<file path="src/design/ptree_pkg.sv">
// Shared constants and types for the palindromic tree append block.
package ptree_pkg;

   localparam int MAX_LEN     = 4096;
   localparam int ALPHABET    = 26;
   localparam int NODE_CAP    = MAX_LEN + 2;
   localparam int TEXT_DEPTH  = MAX_LEN + 1;
   localparam int CHILD_DEPTH = NODE_CAP * ALPHABET;

   localparam int SYM_W    = 5;
   localparam int OUT_W    = 13;
   localparam int NODE_W   = $clog2(NODE_CAP);
   localparam int TEXT_AW  = $clog2(TEXT_DEPTH);
   localparam int LEN_W    = TEXT_AW + 1;
   localparam int BACK_W   = LEN_W + 1;
   localparam int CHILD_AW = $clog2(CHILD_DEPTH);
   localparam int TAG_W    = 4;

   localparam logic [NODE_W-1:0] ROOT_EVEN = NODE_W'(0);
   localparam logic [NODE_W-1:0] ROOT_ODD  = NODE_W'(1);

   // Kind of result loaded into the output register.
   typedef enum logic [1:0] {
      RES_OVF,
      RES_OLD,
      RES_NEW
   } res_kind_type;

   // Source of the node memory read address.
   typedef enum logic [1:0] {
      NSRC_V,
      NSRC_NODE,
      NSRC_LINK
   } node_src_type;

   typedef struct packed {
      logic         capture;
      logic         do_restart;
      logic         clear_start;
      logic         clear_wr;
      logic         start_item;
      logic         rd_node;
      node_src_type node_src;
      logic         rd_text;
      logic         follow_link;
      logic         set_cur;
      logic         calc_key;
      logic         rd_child;
      logic         take_child;
      logic         create;
      logic         walk_up;
      logic         take_link;
      logic         commit;
      logic         load_rsp;
      res_kind_type kind;
   } cmd_type;

   typedef struct packed {
      logic restart;
      logic wrap;
      logic clear_last;
      logic bad;
      logic len_root;
      logic back_ok;
      logic text_match;
      logic child_hit;
      logic cur_odd;
   } sts_type;

endpackage

</file>
<file path="src/design/ptree_ctrl.sv">
// Controller state machine of the palindromic tree.
module ptree_ctrl
   import ptree_pkg::*;
(
   input  logic    clock,
   input  logic    reset,
   input  logic    req_valid,
   output logic    req_stall,
   output logic    rsp_valid,
   input  logic    rsp_stall,
   input  sts_type sts,
   output cmd_type cmd
);

   typedef enum logic [3:0] {
      ST_CLEAR, ST_IDLE, ST_START, ST_CHECK, ST_WALK, ST_WALK2, ST_WALK3,
      ST_FOUND, ST_CREAD, ST_CHK, ST_NREAD, ST_DREAD, ST_FIN, ST_RESP
   } state_type;

   state_type    state_ff, state_in;
   logic         phase_ff, phase_in;
   logic         resume_ff, resume_in;
   logic         rsp_valid_ff, rsp_valid_in;
   res_kind_type kind_ff, kind_in;
   logic         slot_free;

   assign slot_free = !rsp_valid_ff || !rsp_stall;
   assign req_stall = (state_ff != ST_IDLE);
   assign rsp_valid = rsp_valid_ff;

   // Next state and commands.
   always_comb begin
      state_in     = state_ff;
      phase_in     = phase_ff;
      resume_in    = resume_ff;
      kind_in      = kind_ff;
      rsp_valid_in = rsp_valid_ff && rsp_stall;
      cmd          = '0;
      cmd.node_src = NSRC_V;
      cmd.kind     = kind_ff;
      unique case (state_ff)
         ST_CLEAR: begin
            cmd.clear_wr = 1'b1;
            if (sts.clear_last) state_in = resume_ff ? ST_CHECK : ST_IDLE;
         end
         ST_IDLE: begin
            if (req_valid) begin
               cmd.capture = 1'b1;
               state_in    = ST_START;
            end
         end
         ST_START: begin
            state_in = ST_CHECK;
            if (sts.restart) begin
               cmd.do_restart = 1'b1;
               if (sts.wrap) begin
                  cmd.clear_start = 1'b1;
                  resume_in       = 1'b1;
                  state_in        = ST_CLEAR;
               end
            end
         end
         ST_CHECK: begin
            if (sts.bad) begin
               kind_in  = RES_OVF;
               state_in = ST_RESP;
            end else begin
               cmd.start_item = 1'b1;
               phase_in       = 1'b0;
               state_in       = ST_WALK;
            end
         end
         ST_WALK: begin
            cmd.rd_node = 1'b1;
            state_in    = ST_WALK2;
         end
         ST_WALK2: begin
            if (sts.len_root) begin
               state_in = ST_FOUND;
            end else if (sts.back_ok) begin
               cmd.rd_text = 1'b1;
               state_in    = ST_WALK3;
            end else begin
               cmd.follow_link = 1'b1;
               state_in        = ST_WALK;
            end
         end
         ST_WALK3: begin
            if (sts.text_match) begin
               state_in = ST_FOUND;
            end else begin
               cmd.follow_link = 1'b1;
               state_in        = ST_WALK;
            end
         end
         ST_FOUND: begin
            cmd.calc_key = 1'b1;
            cmd.set_cur  = !phase_ff;
            state_in     = ST_CREAD;
         end
         ST_CREAD: begin
            cmd.rd_child = 1'b1;
            state_in     = ST_CHK;
         end
         ST_CHK: begin
            if (phase_ff) begin
               cmd.take_link = 1'b1;
               state_in      = ST_DREAD;
            end else if (sts.child_hit) begin
               cmd.take_child = 1'b1;
               state_in       = ST_NREAD;
            end else begin
               cmd.create = 1'b1;
               if (sts.cur_odd) begin
                  state_in = ST_DREAD;
               end else begin
                  cmd.walk_up = 1'b1;
                  phase_in    = 1'b1;
                  state_in    = ST_WALK;
               end
            end
         end
         ST_NREAD: begin
            cmd.rd_node  = 1'b1;
            cmd.node_src = NSRC_NODE;
            kind_in      = RES_OLD;
            state_in     = ST_RESP;
         end
         ST_DREAD: begin
            cmd.rd_node  = 1'b1;
            cmd.node_src = NSRC_LINK;
            state_in     = ST_FIN;
         end
         ST_FIN: begin
            cmd.commit = 1'b1;
            kind_in    = RES_NEW;
            state_in   = ST_RESP;
         end
         ST_RESP: begin
            if (slot_free) begin
               cmd.load_rsp = 1'b1;
               rsp_valid_in = 1'b1;
               state_in     = ST_IDLE;
            end
         end
         default: state_in = ST_IDLE;
      endcase
   end

   // State and registered outputs.
   always_ff @(posedge clock) begin
      if (reset) begin
         state_ff     <= ST_CLEAR;
         phase_ff     <= 1'b0;
         resume_ff    <= 1'b0;
         rsp_valid_ff <= 1'b0;
         kind_ff      <= RES_OVF;
      end else begin
         state_ff     <= state_in;
         phase_ff     <= phase_in;
         resume_ff    <= resume_in;
         rsp_valid_ff <= rsp_valid_in;
         kind_ff      <= kind_in;
      end
   end

endmodule

</file>
<file path="config.mk">
export PLATFORM = sky130hd
export DESIGN_NAME = ptree_ctrl
export DESIGN_NICKNAME = d
export VERILOG_FILES = /design/src/design/ptree_pkg.sv /design/src/design/ptree_ctrl.sv
export SDC_FILE = /design/constraint.sdc
export NUM_CORES = 1
export LEC_CHECK = 0
export BUFFER_PORTS_ARGS = -buffer_cell sky130_fd_sc_hd__buf_2
export CORE_MARGIN = 1
export CORE_UTILIZATION = 40
export CTS_CLUSTER_DIAMETER = 30
export DETAILED_ROUTE_END_ITERATION = 16
export GPL_TIMING_DRIVEN = 0
export PLACE_DENSITY = 0.7
export SLEW_MARGIN = 20
export SYNTH_ARGS = -nofsm -noshare
export SYNTH_HDL_FRONTEND = slang
export SYNTH_SLANG_ARGS = --single-unit
</file>
<file path="constraint.sdc">
create_clock -name clock -period 1.7 [get_ports clock]
set_input_delay 0.17 -clock clock [delete_from_list [all_inputs] [get_ports clock]]
set_output_delay 0.17 -clock clock [all_outputs]
set_load 0.05 [all_outputs]
</file>
==> run_results.csv <==
group,metric,value,unit
outcome,run_status,"complete, but fails checks",
outcome,failing_checks,"negative setup slack",
setup_path,setup.worst_path.start_class,"flop",
timing,timing.hold.ws,0.2311,ns
setup_path,timing.critical_path.fanout_max,5,
clock_network,cts-root-to-sink-buffers,2,
drt,vias_per_cell,5.552,
global_routing,vias_in_the_first_global_route,840,
die,die-area,2201,um^2
synthesis,seq_area_frac_synth,22.33,%
timing,report.final.slew_viol_count,0,
setup_path,critical_path.max_stage_delay,0.32,ns
drt,average_wire_length_per_cell_after_detail_routing,14.47,um
synthesis,netlist_instances,105,
die,num_io_pins,36,
finish,final_design_area_no_fill,1295,um^2
timing,finalCriticalPeriod,1.723,ns
setup_path,timing.setup.critical_path_class,"reg2out",
placed_design,dpl_cell_area,1047,um^2
global_routing,grt_start_max_net_pins,11,
global_routing,grt_pass1_wl,3.746,mm
global_routing,grt_usage,24.88,%
flow_run,drv_cap,0,
timing,unrepaired_setup_endpoints_after_global_routing,"true",
finish,insertedDiodeCount,0,
finish,final_layout_size_suffix_gt1_share,49.66,%
clock_network,cts.root.buffer_cell,"sky130_fd_sc_hd__clkbuf_4",
timing,setup_viol_count_final,1,
drt,route.met2.wl,1.285,mm
drt,routed_wl,2.517,mm
synthesis,yosys_register_bits,9,
setup_path,cp_data_required_time,1.53,ns
global_routing,grt-ovfl-total,0,
die,initial_utilization,44.79,%
clock_network,cts_tree,"built",
global_routing,antenna_found_initial,0,
drt,drt_first_pass_iters,4,
drt,wl_met3,106,um
power_and_ir_drop,irDropWorstVdd,0.0005039,V
power_and_ir_drop,p_leak,0.5174,nW
finish,finish.net_count,163,
worst_hold_path,worst_hold_path_type,"in2reg",
synthesis,synth-edff-count,0,
clock_network,clock_sink_count,9,
synthesis,yosysWarningCount,0,
placed_design,buffer_ports.inserted,34,
timing,final_min_period_over_clock_period,101.3,%
die,core_area,1802,um^2
setup_path,cp_slowest_cell,"sky130_fd_sc_hd__dfxtp_2",
clock_network,htreeDepth,1,
setup_path,worst_path_most_repeated_cell,"sky130_fd_sc_hd__buf_6",
drt,dr.first_iter.drc_count,23,
placed_design,dp_hpwl,1.638,mm
drt,dr_total_vias,966,
setup_path,setup.worst_path.end_class,"output pin",
timing,max-slew-margin-rel,67.33,%
clock_network,inserted_clock_buffers,3,
die,fp.dieW,46.92,um
synthesis,ys.flop_type,"sky130_fd_sc_hd__dfxtp_1",
placed_design,place.gp.congestion,0.8144,
timing,hold_viol,0,
timing,max_freq,580.4,MHz
power_and_ir_drop,power-per-cell-area,613.2,nW/um^2
die,die_height,46.92,um
setup_path,timing.critical_path.cells,"buf_6, buf_8, nor4_4, a31oi_1, nor3b_2, buf_6",
clock_network,clk-insertion-delay-late,0.27,ns
synthesis,async_reset_ff_share,0,%
setup_path,crit_arrival,1.55,ns
finish,final.fill_count,150,
drt,top_layer,"met4",
timing,fin_ws,-0.02286,ns
drt,wl_met1,1.091,mm
synthesis,syn_area_per_cell,7.686,um^2
synthesis,syn-cell-area,807.0,um^2
clock_network,path_clk_slew,0.06,ns
clock_network,cts_hold_buffers,0,
die,number_of_rows_created_at_floorplan,15,
drt,ant_nets,0,
finish,area.growth.synth_to_final,60.46,%
timing,tightest_slew,0.4900,ns
timing,clock_skew,0.004433,ns
synthesis,mappedNetlistNets,118,
drt,number_of_design_rule_violations_left_after_detail_routing,0,
synthesis,yosysUniqueCellTypes,39,
timing,setup-tns-final,-0.02286,ns
per-stage QoR:
| step | worst slack, ns | total power [mW] | std cells | util [%] |
|---|---|---|---|---|
| floorplan | -0.3234 | 0.4683 | 105 | - |
| global placement | -0.1114 | 0.5339 | 164 | 58.13 |
| detailed placement | -0.09908 | 0.5357 | 164 | 58.13 |
| CTS | -0.02184 | 0.7744 | 173 | 67.57 |
| global route | -0.07195 | 0.8341 | 174 | 71.88 |
| finish | -0.02286 | 0.7941 | 174 | 71.88 |
path summary, 6_finish.rpt:
| path | to | slack [ns] | cells after the start | from |
|---|---|---|---|---|
| worst min register to register | resume_ff$_SDFFE_PP0P_ | 0.48 | 2 | resume_ff$_SDFFE_PP0P_ |
| worst max register to register | state_ff[0]$_SDFFE_PP0P_ | 0.17 | 6 | state_ff[1]$_SDFFE_PP0P_ |
| worst max-delay path | cmd[11] | -0.02 | 6 | state_ff[1]$_SDFFE_PP0P_ |
| worst min-delay path | rsp_valid$_SDFF_PP0_ | 0.23 | 3 | rsp_stall |
synthesized netlist by cell type (3+ instances only):
cell                       number  area share (%)
sky130_fd_sc_hd__o211ai_1       3             2.8
sky130_fd_sc_hd__nand2_1        8             3.7
sky130_fd_sc_hd__buf_4          3             2.8
sky130_fd_sc_hd__nor2_1        12             5.6
sky130_fd_sc_hd__inv_1          3             1.4
sky130_fd_sc_hd__o21ai_0        3             1.9
sky130_fd_sc_hd__nor2b_1        4             3.1
sky130_fd_sc_hd__dfxtp_1        9              22
sky130_fd_sc_hd__nor4_1         4             3.1
sky130_fd_sc_hd__nor3_1         9             5.6
sky130_fd_sc_hd__buf_2          3             1.9
sky130_fd_sc_hd__a21oi_1        9             5.6
area by class of cell:
type	instances	area [um^2]	share of cell area (%)
Sequential cell	9	186.4	14.40
Multi-Input combinational cell	82	624.3	48.21
Inverter	4	17.52	1.353
Buffer	10	123.9	9.565
Timing Repair Buffer	40	285.3	22.03
Tap cell	25	31.28	2.415
Clock buffer	4	26.28	2.029
logic make-up (layout without fill, tap and decap cells):
family / after synthesis / in the layout / share of synthesized area (%)
AOI/OAI and AO/OA: 23 / 23 / 20.31
buffers and inverters: 14 / 58 / 10.70
DFF: 9 / 9 / 22.33
muxes: 2 / 2 / 2.481
and+or+nand+nor: 57 / 57 / 44.18
repair_timing:
item,in CTS,in global routing
buffers inserted,5,1
endpoints found under the setup margin,13,17
pin swaps,2,3
resized for setup,26,26
worst max-delay path, delay by kind of cell, from the launching register on:
family          cells  cell delay, ns
simple gates        2            0.44
compound gates      1            0.08
buf+inv             3            0.44
flops               1            0.32
power by group:
group	switching, mW	internal [mW]
registers	0.0103	0.221
clock network	0.0804	0.0908
logic	0.225	0.166
total	0.316	0.478
cell usage in the layout, fill, tap and decap left out, types with 3 or more instances in the layout:
| cell | count |
|---|---|
| sky130_fd_sc_hd__inv_1 | 3 |
| sky130_fd_sc_hd__nor3_1 | 5 |
| sky130_fd_sc_hd__o21ai_0 | 3 |
| sky130_fd_sc_hd__nor2_1 | 12 |
| sky130_fd_sc_hd__clkbuf_4 | 5 |
| sky130_fd_sc_hd__dfxtp_1 | 6 |
| sky130_fd_sc_hd__a21oi_1 | 9 |
| sky130_fd_sc_hd__nand2_1 | 7 |
| sky130_fd_sc_hd__o211ai_1 | 3 |
| sky130_fd_sc_hd__buf_8 | 3 |
| sky130_fd_sc_hd__buf_2 | 20 |
| sky130_fd_sc_hd__nor3_2 | 4 |
| sky130_fd_sc_hd__buf_4 | 12 |
| sky130_fd_sc_hd__nor2b_1 | 3 |
| sky130_fd_sc_hd__buf_6 | 9 |
sequential cells by signal, summed over array words and instances, names as in the netlist:
name       count
kind_ff        2
phase_ff       1
rsp_valid      1
resume_ff      1
state_ff       4
per-layer routing:
layer  global-route usage (%)  vias up
met5                        0        -
met4                    10.29        0
met3                    5.769        4
met2                    42.22       36
met1                    30.16      453
li1                         -      473
(Power assumes the default switching activity.)
